**src/rtl/core/mfde_pkg.sv**
```systemverilog
// Shared constants, command codes and types of the drawing engine.
// No dependencies.
package mfde_pkg;

    localparam int PANEL_WIDTH  = 800;
    localparam int PANEL_HEIGHT = 480;
    localparam int PIXEL_COUNT  = PANEL_WIDTH * PANEL_HEIGHT;
    localparam int STORE_BYTES  = (PIXEL_COUNT + 7) / 8;
    localparam int ADDR_W       = $clog2(STORE_BYTES);
    localparam int PIX_W        = $clog2(2047 * PANEL_WIDTH + 2048 + 1);
    localparam int COORD_W      = 13;
    localparam int IDX_W        = 11;

    localparam logic [1:0] CMD_FILL  = 2'd0;
    localparam logic [1:0] CMD_PIXEL = 2'd1;
    localparam logic [1:0] CMD_RECT  = 2'd2;
    localparam logic [1:0] CMD_READ  = 2'd3;

    localparam logic [1:0] ROT_REVERSE = 2'd2;

    localparam logic signed [COORD_W-1:0] BOUND_WIDTH  = COORD_W'(PANEL_WIDTH);
    localparam logic signed [COORD_W-1:0] BOUND_HEIGHT = COORD_W'(PANEL_HEIGHT);

    localparam logic [7:0] BYTE_BLACK = 8'hFF;
    localparam logic [7:0] BYTE_WHITE = 8'h00;

    typedef struct packed {
        logic             hit;
        logic [PIX_W-1:0] pix;
    } pix_res_t;

endpackage

```
**src/rtl/core/mfde_pixel_unit.sv**
```systemverilog
// Shared pixel unit: clip test and linear pixel index, one registered stage.
// Depends on mfde_pkg.
module mfde_pixel_unit
    import mfde_pkg::*;
(
    input  logic                      aclk,
    input  logic                      rot_odd,
    input  logic signed [COORD_W-1:0] px,
    input  logic signed [COORD_W-1:0] py,
    output pix_res_t                  res
);

    logic signed [COORD_W-1:0] bound_w;
    logic signed [COORD_W-1:0] bound_h;
    pix_res_t                  res_next;

    always_comb begin
        bound_w = rot_odd ? BOUND_HEIGHT : BOUND_WIDTH;
        bound_h = rot_odd ? BOUND_WIDTH : BOUND_HEIGHT;
        res_next.hit = (px >= 0) && (px < bound_w) && (py >= 0) && (py < bound_h);
        res_next.pix = PIX_W'(px[IDX_W-1:0])
                     + PIX_W'(py[IDX_W-1:0]) * PIX_W'(PANEL_WIDTH);
    end

    always_ff @(posedge aclk) begin
        res <= res_next;
    end

endmodule

```
**config.mk**
```make
export PLATFORM = sky130hd
export DESIGN_NAME = mfde_pixel_unit
export DESIGN_NICKNAME = d
export VERILOG_FILES = /design/src/rtl/core/mfde_pkg.sv /design/src/rtl/core/mfde_pixel_unit.sv
export SDC_FILE = /design/constraint.sdc
export NUM_CORES = 1
export LEC_CHECK = 0
export ABC_AREA = 1
export BUFFER_PORTS_ARGS = -buffer_cell sky130_fd_sc_hd__buf_2
export CORE_ASPECT_RATIO = 0.75
export CORE_MARGIN = 2
export CORE_UTILIZATION = 55
export CTS_CLUSTER_DIAMETER = 40
export DETAILED_ROUTE_END_ITERATION = 16
export PLACE_DENSITY = 0.85
export SYNTH_ARGS = -nofsm -noshare
export SYNTH_HDL_FRONTEND = slang
export SYNTH_SLANG_ARGS = --single-unit
```
**constraint.sdc**
```tcl
create_clock -name aclk -period 3.85 [get_ports aclk]
set_clock_uncertainty 0.05 [all_clocks]
set_input_delay 0.385 -clock aclk [delete_from_list [all_inputs] [get_ports aclk]]
set_output_delay 0.385 -clock aclk [all_outputs]
set_load 0.02 [all_outputs]
```
==> out/metrics.csv, run 1 <==
stage,metric,value,unit
hold_path,worst hold-check path type,input pin to register,
global_routing,largest net degree at the start of global routing,13,
synthesis,Ys Warns,0,
placed_design,Port Buffers,49,
routing,via count,2091,
timing,RSZ-0062 raised after global routing,false,
routing,Via density,4.840,
cells_and_area,"Cell Count, Final, Fillers Out",432,
cells_and_area,"Most flops, register",res,
clocking,Max clock buf depth,2,
synthesis,Mean Syn Cell Area,7.245,um2
routing,DRT Pass-1 Iters,4,
timing,Slew @ Worst Pin,0.2928,ns
placed_design,Cells after DPL,428,
synthesis,Synth Cell Area,0.002347,mm2
run,Max-Cap Viols,0,
cells_and_area,n_diodes,0,
run_status,status,finished clean,
critical_path,critical path class,input pin to register,
timing,fin worst setup slack,0.6872,ns
timing,"Setup violations, final",0,
clocking,cts bufs inserted,3,
synthesis,sequential area share after synthesis,18.76,%
global_routing,first-pass GRT wire length,7990,um
cells_and_area,P&R area growth vs syn,15.73,%
floorplan,IO Count,50,
global_routing,grt ovf,0,
cells_and_area,area occupied by multi-input gates,0.001655,mm2
routing,Detailed Route WL,4700,um
power_and_ir_drop,Overall Power,0.001294,W
cells_and_area,top flop regs,res (22),
clocking,htree depth,1,
clocking,CTS Hold Bufs,0,
placed_design,GPL Wtd Cong,0.8673,
floorplan,Core ar.,0.004079,mm2
floorplan,Die Width,79.44,um
global_routing,initial antenna violation count,0,
placed_design,hpwl dp,4116,um
critical_path,crit path launch type,input pin,
clocking,Clock Pin Slew Worst Setup and Hold Paths,0.08,ns
power_and_ir_drop,Pleak,1.646,nW
timing,fin crit period,3.163,ns
critical_path,Crit. End Element,register,
power_and_ir_drop,Power Density,476.4,mW/mm2
cells_and_area,storage element area,440.4,um2
cells_and_area,nets@finish,463,
synthesis,Syn Nets,409,
clocking,CTS tree,done,
clocking,# resized after CTS,0,
floorplan,chip height,60.58,um
cells_and_area,fillcell total,345,
routing,"antenna viol nets, final",0,
clocking,clk root buf,clkbuf_8,
floorplan,die area,0.004812,mm2
cells_and_area,most frequent cells in the layout,"79 x nand2_1, 64 x inv_1, 50 x ha_1, 49 x buf_2, 25 x nor2_1",
routing,drt initial violations,75,
timing,Peak Freq,316.2,MHz
power_and_ir_drop,worst vdd ir,308.7,uV
global_routing,vias in the first global route,1893,
global_routing,gr usage total,21.35,%
timing,max_slew headroom,80.48,%
timing,Final TNS setup,0,ns
timing,fin. max-slew vios,0,
floorplan,Starting Density,57.55,%
synthesis,synthesized instance count,324,
timing,final critical-path share of the clock period,82.15,%
routing,DR WL/cell,10.88,um
clocking,CTS Sinks,22,
floorplan,Cell Rows,20,
synthesis,Seq cells post-synth,22,
synthesis,synth unique cells,24,
routing,DRC Markers,0,
cells_and_area,"most common cell after layout, fill and taps aside",nand2_1,
cells_and_area,max reg flops,22,
timing,Final Hold Fails,0,
clocking,Post-CTS Setup Bufs,0,
critical_path,Critical Path AT,3.27,ns
cells_and_area,share of layout cells above drive strength 1,20.69,%
critical_path,worst endpoint required time,3.96,ns
placed_design,dpl ws,0.4344,ns
critical_path,"Max FO, Critical Path",5,
==> metal layers <==
layer | track usage (%) | share of wire [%] | vias to the layer above
li1 | - | - | 1115
met1 | 29.72 | 51 | 928
met2 | 35.89 | 44 | 44
met3 | 2.232 | 3.7 | 4
met4 | 5.911 | 1.2 | 0
met5 | 0 | 0 | -
==> area by class of cell <==
type	count	share of cell area [%]
timing repair buffer	49	9.028
tap	55	2.533
inverter	67	9.258
clock buffer	4	2.027
multi-input combinational	235	60.94
sequential	22	16.21
==> logic make-up (layout without fill, tap and decap cells) <==
logic type / count (synthesis) / in the layout / share of synthesized area, %
compound gates: 13 / 13 / 3.519
xor+xnor: 12 / 12 / 4.478
fa+ha+maj: 57 / 57 / 32.62
buf+inv: 67 / 120 / 10.71
flops: 22 / 22 / 18.76
simple gates: 153 / 153 / 29.90
==> worst paths after layout <==
check / from / endpoint / slack [ns] / depth (start not counted)
setup / recovery: py[1] / res[19]$_DFF_P_ / 0.69 / 17
hold / removal: px[3] / res[3]$_DFF_P_ / 0.16 / 1
==> metrics by stage <==
stage	util, %	instance area, um2	hold WS [ns]
after floorplan	-	2347	0.3627
after global placement	65.25	2661	0.4382
after detailed placement	65.25	2661	0.4396
after CTS	66.60	2716	0.1619
after global routing	66.60	2716	0.1533
final	66.60	2716	0.1644
==> cells in the mapped netlist (all sizes together) <==
| master | instances | share of area [%] |
|---|---|---|
| xor2 | 9 | 3.4 |
| nor4 | 2 | 0.53 |
| inv | 67 | 11 |
| o21bai | 1 | 0.32 |
| fa | 7 | 6.0 |
| a21oi | 8 | 2.2 |
| nand2 | 94 | 17 |
| ha | 50 | 27 |
| xnor2 | 3 | 1.1 |
| a31oi | 1 | 0.27 |
| o211ai | 1 | 0.32 |
| dfxtp | 22 | 19 |
| nor2 | 30 | 6.0 |
| o21ai | 2 | 0.43 |
| nor3 | 2 | 0.43 |
| nand4 | 3 | 0.80 |
| nand3 | 22 | 4.9 |
==> power breakdown <==
part,internal [W],leakage (nW),switching [W],total [W]
combinational,0.000284,1.43,0.000532,0.000816
sequential,0.000299,0.185,0.0000132,0.000312
clock,0.0000911,0.0288,0.0000747,0.000166
total,0.000674,1.65,0.000620,0.00129
==> critical path: stages <==
cell and delay (ns):
buf_2 0.12, ha_1 0.29, ha_1 0.30, ha_1 0.30, inv_1 0.06, fa_1 0.53, inv_1 0.04, ha_1 0.34
nand2_1 0.09, nor3_1 0.14, nor2_1 0.09, nor2_1 0.13, nand2_1 0.13, nor2_4 0.15, nand2_1 0.07, nand2_1 0.06
nand2_1 0.04
No activity file was read; power rests on OpenSTA's default activity.
==> run 2: changes to the inputs <==
Settings changed: CORE_UTILIZATION 55 to 50, PLACE_DENSITY 0.85 to 0.82.
Clock period 3.85 ns to 2.8 ns, I/O delays scaled along.
==> run 2 against run 1 <==
Against the previous run: the flow now finishes with violations (negative setup slack); first-iteration DRC count is 150% higher; critical path depth did not move; sequential share of layout area is 3.0 points lower; clock-buffer cell count fell by 1; global-route usage up 0.64 points; via count grew 14%; combinational power up 100%; largest cell class unchanged; highest routed layer unchanged.
==> out/metrics.csv, run 2 (synthesized netlist as in run 1, its figures left out) <==
stage,metric,value,unit,change
run_status,status,"complete, but fails checks",,was finished clean
run_status,failing checks,negative setup slack,,
cells_and_area,"Most flops, register",res,,unchanged
global_routing,gr usage total,21.99,%,was 21.35%
timing,fin worst setup slack,-0.08205,ns,was 0.6872 ns
cells_and_area,"most common cell after layout, fill and taps aside",nand2_1,,unchanged
placed_design,hpwl dp,4607,um,was 4116 um
routing,"antenna viol nets, final",0,,unchanged
routing,Detailed Route WL,6519,um,was 4700 um
global_routing,first-pass GRT wire length,9611,um,was 7990 um
clocking,htree depth,1,,unchanged
clocking,cts bufs inserted,3,,unchanged
routing,DRT Pass-1 Iters,4,,unchanged
floorplan,Core ar.,0.004493,mm2,was 0.004079 mm2
timing,Final TNS setup,-0.2185,ns,was 0 ns
power_and_ir_drop,worst vdd ir,432.2,uV,was 308.7 uV
clocking,Max clock buf depth,2,,unchanged
global_routing,grt ovf,0,,unchanged
timing,"Setup violations, final",5,,was 0
critical_path,Critical Path Start,py[3],,was py[1]
timing,final critical-path share of the clock period,102.9,%,
run,Max-Cap Viols,0,,unchanged
hold_path,worst hold-check path type,input pin to register,,unchanged
critical_path,"Max FO, Critical Path",6,,was 5
cells_and_area,fin area,0.003336,mm2,was 0.002716 mm2
critical_path,critical path class,input pin to register,,unchanged
cells_and_area,top flop regs,res (22),,unchanged
cells_and_area,post-layout util,74.24,%,was 66.60%
clocking,CTS Sinks,22,,unchanged
placed_design,Port Buffers,49,,unchanged
timing,Peak Freq,347.0,MHz,
routing,DR WL/cell,13.67,um,was 10.88 um
critical_path,crit path launch type,input pin,,unchanged
timing,fin. max-slew vios,0,,unchanged
routing,drt initial violations,185,,was 75
floorplan,chip height,63.34,um,was 60.58 um
power_and_ir_drop,Power Density,682.6,mW/mm2,was 476.4 mW/mm2
routing,via count,2380,,was 2091
cells_and_area,most frequent cells in the layout,"60 x nand2_1, 58 x inv_1, 47 x buf_2, 44 x buf_4, 37 x ha_1",,"was 79 x nand2_1, 64 x inv_1, 50 x ha_1, 49 x buf_2, 25 x nor2_1"
clocking,CTS tree,done,,unchanged
critical_path,Critical Path Sink,res[19]$_DFF_P_,,unchanged
routing,Via density,4.990,,was 4.840
global_routing,largest net degree at the start of global routing,12,,was 13
global_routing,initial antenna violation count,0,,unchanged
critical_path,Crit. End Element,register,,unchanged
critical_path,worst endpoint required time,2.91,ns,was 3.96 ns
floorplan,Cell Rows,21,,was 20
critical_path,Critical Path AT,2.99,ns,was 3.27 ns
floorplan,die area,0.005264,mm2,was 0.004812 mm2
routing,DRC Markers,0,,unchanged
timing,Final Hold Fails,0,,unchanged
floorplan,IO Count,50,,unchanged
floorplan,Starting Density,52.24,%,was 57.55%
power_and_ir_drop,Pleak,1.879,nW,was 1.646 nW
cells_and_area,P&R area growth vs syn,42.11,%,was 15.73%
cells_and_area,share of layout cells above drive strength 1,40.48,%,was 20.69%
clocking,Clock Pin Slew Worst Setup and Hold Paths,0.08,ns,about the same
cells_and_area,n_diodes,0,,unchanged
timing,RSZ-0062 raised after global routing,true,,was false
power_and_ir_drop,Overall Power,0.002277,W,was 0.001294 W
timing,fin crit period,2.882,ns,
cells_and_area,nets@finish,507,,was 463
floorplan,Die Width,83.12,um,was 79.44 um
timing,max_slew headroom,80.10,%,was 80.48%
placed_design,dpl cell area,0.002994,mm2,was 0.002661 mm2
global_routing,vias in the first global route,2221,,was 1893
clocking,clk root buf,clkbuf_8,,unchanged
cells_and_area,max reg flops,22,,unchanged
timing,Slew @ Worst Pin,0.2958,ns,was 0.2928 ns
placed_design,GPL Wtd Cong,0.8224,,was 0.8673
[run 2: through the flow]
step	setup slack [ns]	hold WS [ns]	cells
final	-0.08205	0.06092	477
after global routing	-0.1735	0.05789	477
after CTS	0.007568	0.05848	469
after detailed placement	-0.3857	0.3341	466
after global placement	-0.2733	0.3316	466
after floorplan	0.01678	0.2577	324
[run 2: layout make-up]
cell class              count  area [um2]
clock buffers               3       41.29
fillers                   303        1157
inverters                  67       251.5
multi-input cells         235        1936
flip-flops and latches     22       440.4
well taps                  57       71.32
repair buffers             93       595.6
[run 2: worst min-delay path by stage]
| stage | from | to | slack, ns | cells past startpoint |
|---|---|---|---|---|
| 6_report | px[3] | res[3]$_DFF_P_ | 0.06 | 1 |
| 5_1_grt | px[0] | res[0]$_DFF_P_ | 0.06 | 1 |
| 4_1_cts | px[3] | res[3]$_DFF_P_ | 0.06 | 1 |
| 3_5_place_dp | px[2] | res[2]$_DFF_P_ | 0.33 | 1 |
| 3_3_place_gp | px[1] | res[1]$_DFF_P_ | 0.33 | 1 |
| 2_1_floorplan | px[0] | res[0]$_DFF_P_ | 0.26 | 0 |
[run 2: where the power goes]
| group | switching, W | total (W) | leakage, nW | internal (W) |
|---|---|---|---|---|
| registers | 0.0000198 | 0.000431 | 0.185 | 0.000411 |
| clock network | 0.000105 | 0.000201 | 0.0216 | 0.0000961 |
| logic | 0.000941 | 0.00165 | 1.67 | 0.000705 |
| total | 0.00107 | 0.00228 | 1.88 | 0.00121 |
[run 2: per-layer routing]
metal,share of wire (%),vias to the layer above,GRT usage (%)
li1,-,1198,-
met5,0,-,0
met3,5.0,20,2.883
met2,50,89,38.81
met4,2.6,0,5.943
met1,42,1073,28.34
[run 2: worst max-delay path, stage by stage]
cell     delay [ns]
buf_2          0.12
ha_1           0.27
ha_1           0.34
fa_1           0.58
ha_4           0.25
nand2_1        0.07
nand2_1        0.08
inv_1          0.10
nand2_1        0.09
nand2_1        0.09
nand2_2        0.08
nor2_4         0.16
nand2_2        0.10
nor2_4         0.16
nand2_1        0.07
nand2_1        0.07
nand2_1        0.05
[run 2: repair_timing]
item / CTS / global route
pin swaps: 3 / 31
hold buffers: 0 / 0
endpoints found under the setup margin: 5 / 7
cloned: 0 / 0
buffers inserted: 0 / 8
gates resized for setup: 7 / 51
==> run 3: changes to the inputs <==
Settings changed: CORE_MARGIN 2 to 8, CORE_UTILIZATION 50 to 52, CTS_BUF_LIST set to sky130_fd_sc_hd__clkbuf_2, PLACE_DENSITY 0.82 to 0.85.
==> run 3 against run 2 <==
Against the previous run: the flow now finishes without violations; first-iteration DRC count grew 4.9%; core utilization fell by 2.2 points; sequential share of layout area grew 0.64 points; sequential cell count unchanged; critical endpoint is now res[17]$_DFF_P_.
==> out/metrics.csv, run 3 (synthesized netlist as in run 1, its figures left out) <==
stage,metric,value,unit,change
routing,WL met1,2676,um,was 2761 um
floorplan,Starting Density,53.17,%,was 52.24%
timing,final critical-path share of the clock period,96.22,%,was 102.9%
power_and_ir_drop,Power Density,637.6,mW/mm2,was 682.6 mW/mm2
critical_path,critical path class,input pin to register,,unchanged
timing,Peak Freq,371.2,MHz,was 347.0 MHz
power_and_ir_drop,worst vdd ir,345.2,uV,was 432.2 uV
global_routing,grt ovf,0,,unchanged
cells_and_area,share of layout cells above drive strength 1,33.25,%,was 40.48%
floorplan,IO Count,50,,unchanged
cells_and_area,"Cell Count, Final, Fillers Out",475,,was 477
cells_and_area,P&R area growth vs syn,35.50,%,was 42.11%
routing,metal2 WL,2914,um,was 3263 um
power_and_ir_drop,Pleak,1.836,nW,was 1.879 nW
global_routing,vias in the first global route,2260,,was 2221
run_status,status,finished clean,,"was complete, but fails checks"
floorplan,chip height,74.19,um,was 63.34 um
timing,Final Hold Fails,0,,unchanged
critical_path,critical path's most frequent cell,nand2_1,,unchanged
clocking,clk root buf,clkbuf_2,,was clkbuf_8
routing,met3 wire length,349,um,was 326 um
routing,drt initial violations,194,,was 185
critical_path,worst endpoint required time,3.02,ns,was 2.91 ns
routing,DRT Pass-1 Iters,6,,was 4
timing,max_slew headroom,82.77,%,was 80.10%
clocking,CTS tree,done,,unchanged
routing,top sig layer,met4,,unchanged
critical_path,cell at the slowest stage of the critical path,fa_1,,unchanged
cells_and_area,fillcell total,344,,was 303
timing,fin. max-slew vios,0,,unchanged
clocking,cts bufs inserted,3,,unchanged
cells_and_area,most frequent cells in the layout,"74 x nand2_1, 60 x inv_1, 47 x buf_2, 39 x ha_1, 39 x buf_4",,"was 60 x nand2_1, 58 x inv_1, 47 x buf_2, 44 x buf_4, 37 x ha_1"
run,Max-Cap Viols,0,,unchanged
placed_design,hpwl dp,5090,um,was 4607 um
floorplan,Cell Rows,21,,unchanged
global_routing,initial antenna violation count,0,,unchanged
routing,DR WL/cell,12.82,um,was 13.67 um
timing,fin crit period,2.694,ns,was 2.882 ns
placed_design,dpl ws,-0.3772,ns,was -0.3857 ns
clocking,Clock Pin Slew Worst Setup and Hold Paths,0.21,ns,was 0.08 ns
cells_and_area,"most common cell after layout, fill and taps aside",nand2_1,,unchanged
critical_path,Critical Path AT,2.92,ns,was 2.99 ns
routing,Via density,4.939,,was 4.990
placed_design,GPL Wtd Cong,0.8895,,was 0.8224
cells_and_area,top flop regs,res (22),,unchanged
routing,DRC Markers,0,,unchanged
hold_path,worst hold-check path type,input pin to register,,unchanged
critical_path,crit-path cells,buf_4 -> ha_4 -> ha_4 -> ha_4 -> inv_2 -> fa_1 -> inv_2 -> ha_4 -> nand2_4 -> inv_2 -> nand2_1 -> nand2_1 -> nor2_2 -> nor2_2 -> nand2_2 -> nor2_4 -> nand2_1 -> nand2_1 -> nand2_1,,was buf_2 -> ha_1 -> ha_1 -> fa_1 -> ha_4 -> nand2_1 -> nand2_1 -> inv_1 -> nand2_1 -> nand2_1 -> nand2_2 -> nor2_4 -> nand2_2 -> nor2_4 -> nand2_1 -> nand2_1 -> nand2_1
clocking,CTS Sinks,22,,unchanged
placed_design,Cells after DPL,466,,unchanged
global_routing,largest net degree at the start of global routing,12,,unchanged
critical_path,crit path launch type,input pin,,unchanged
routing,"antenna viol nets, final",0,,unchanged
timing,Final TNS setup,0,ns,was -0.2185 ns
clocking,htree depth,1,,unchanged
critical_path,"Max FO, Critical Path",5,,was 6
placed_design,Port Buffers,49,,unchanged
routing,Detailed Route WL,6089,um,was 6519 um
critical_path,CP peak stage delay,0.55,ns,was 0.58 ns
global_routing,gr usage total,16.84,%,was 21.99%
floorplan,Die Width,93.58,um,was 83.12 um
cells_and_area,"Most flops, register",res,,unchanged
cells_and_area,nets@finish,505,,was 507
floorplan,Core ar.,0.004414,mm2,was 0.004493 mm2
routing,via count,2346,,was 2380
timing,"Setup violations, final",0,,was 5
timing,Slew @ Worst Pin,0.2575,ns,was 0.2958 ns
cells_and_area,max reg flops,22,,unchanged
critical_path,Crit. End Element,register,,unchanged
cells_and_area,n_diodes,0,,unchanged
global_routing,first-pass GRT wire length,9577,um,was 9611 um
timing,final hold slack,0.1091,ns,was 0.06092 ns
floorplan,die area,0.006942,mm2,was 0.005264 mm2
timing,fin worst setup slack,0.1059,ns,was -0.08205 ns
clocking,Max clock buf depth,2,,unchanged
run 3: timing repair:
| item | in CTS | in global routing |
|---|---|---|
| buffers inserted | 0 | 1 |
| endpoints found under the setup margin | 1 | 6 |
| pin swaps | 1 | 10 |
| hold endpoints to repair | 5 | 0 |
| resized for setup | 0 | 24 |
| hold buffers | 5 | 0 |
run 3: final timing paths:
check             slack [ns]  start         endpoint  depth (start not counted)
hold / removal          0.11  px[5]   res[5]$_DFF_P_                          2
setup / recovery        0.11  py[1]  res[17]$_DFF_P_                         19
run 3: critical path, delay by kind of cell:
family | cells | cell delay [ns]
buffers and inverters | 4 | 0.28
and+or+nand+nor | 10 | 0.78
adders and majority gates | 5 | 1.58
run 3: cell type report:
type / count / area [um2] / area share [%]
timing repair buffer: 91 / 578.1 / 18.17
tap: 57 / 71.32 / 2.242
clock buffer: 3 / 15.01 / 0.4721
inverter: 67 / 251.5 / 7.907
sequential: 22 / 440.4 / 13.85
multi-input combinational: 235 / 1824 / 57.36
run 3: through the flow:
step / utilization, % / power, W / cell area, um2
5_1_grt: 72.05 / 0.002204 / 3181
3_5_place_dp: 67.83 / 0.001797 / 2994
2_1_floorplan: - / 0.001312 / 2407
6_report: 72.05 / 0.002028 / 3181
4_1_cts: 69.30 / 0.001935 / 3059
3_3_place_gp: 67.83 / 0.001739 / 2994
run 3: routing by layer:
| metal | global-route usage [%] | up-vias |
|---|---|---|
| met5 | 0 | - |
| met4 | 6.305 | 0 |
| met3 | 2.319 | 17 |
| met2 | 30.66 | 76 |
| met1 | 19.75 | 1054 |
| li1 | - | 1199 |
run 3: power by group:
part | internal (W) | switching, W | leakage [nW] | total [W]
logic | 0.000627 | 0.000841 | 1.64 | 0.00147
registers | 0.000410 | 0.0000186 | 0.185 | 0.000428
clock network | 0.0000292 | 0.000102 | 0.0125 | 0.000131
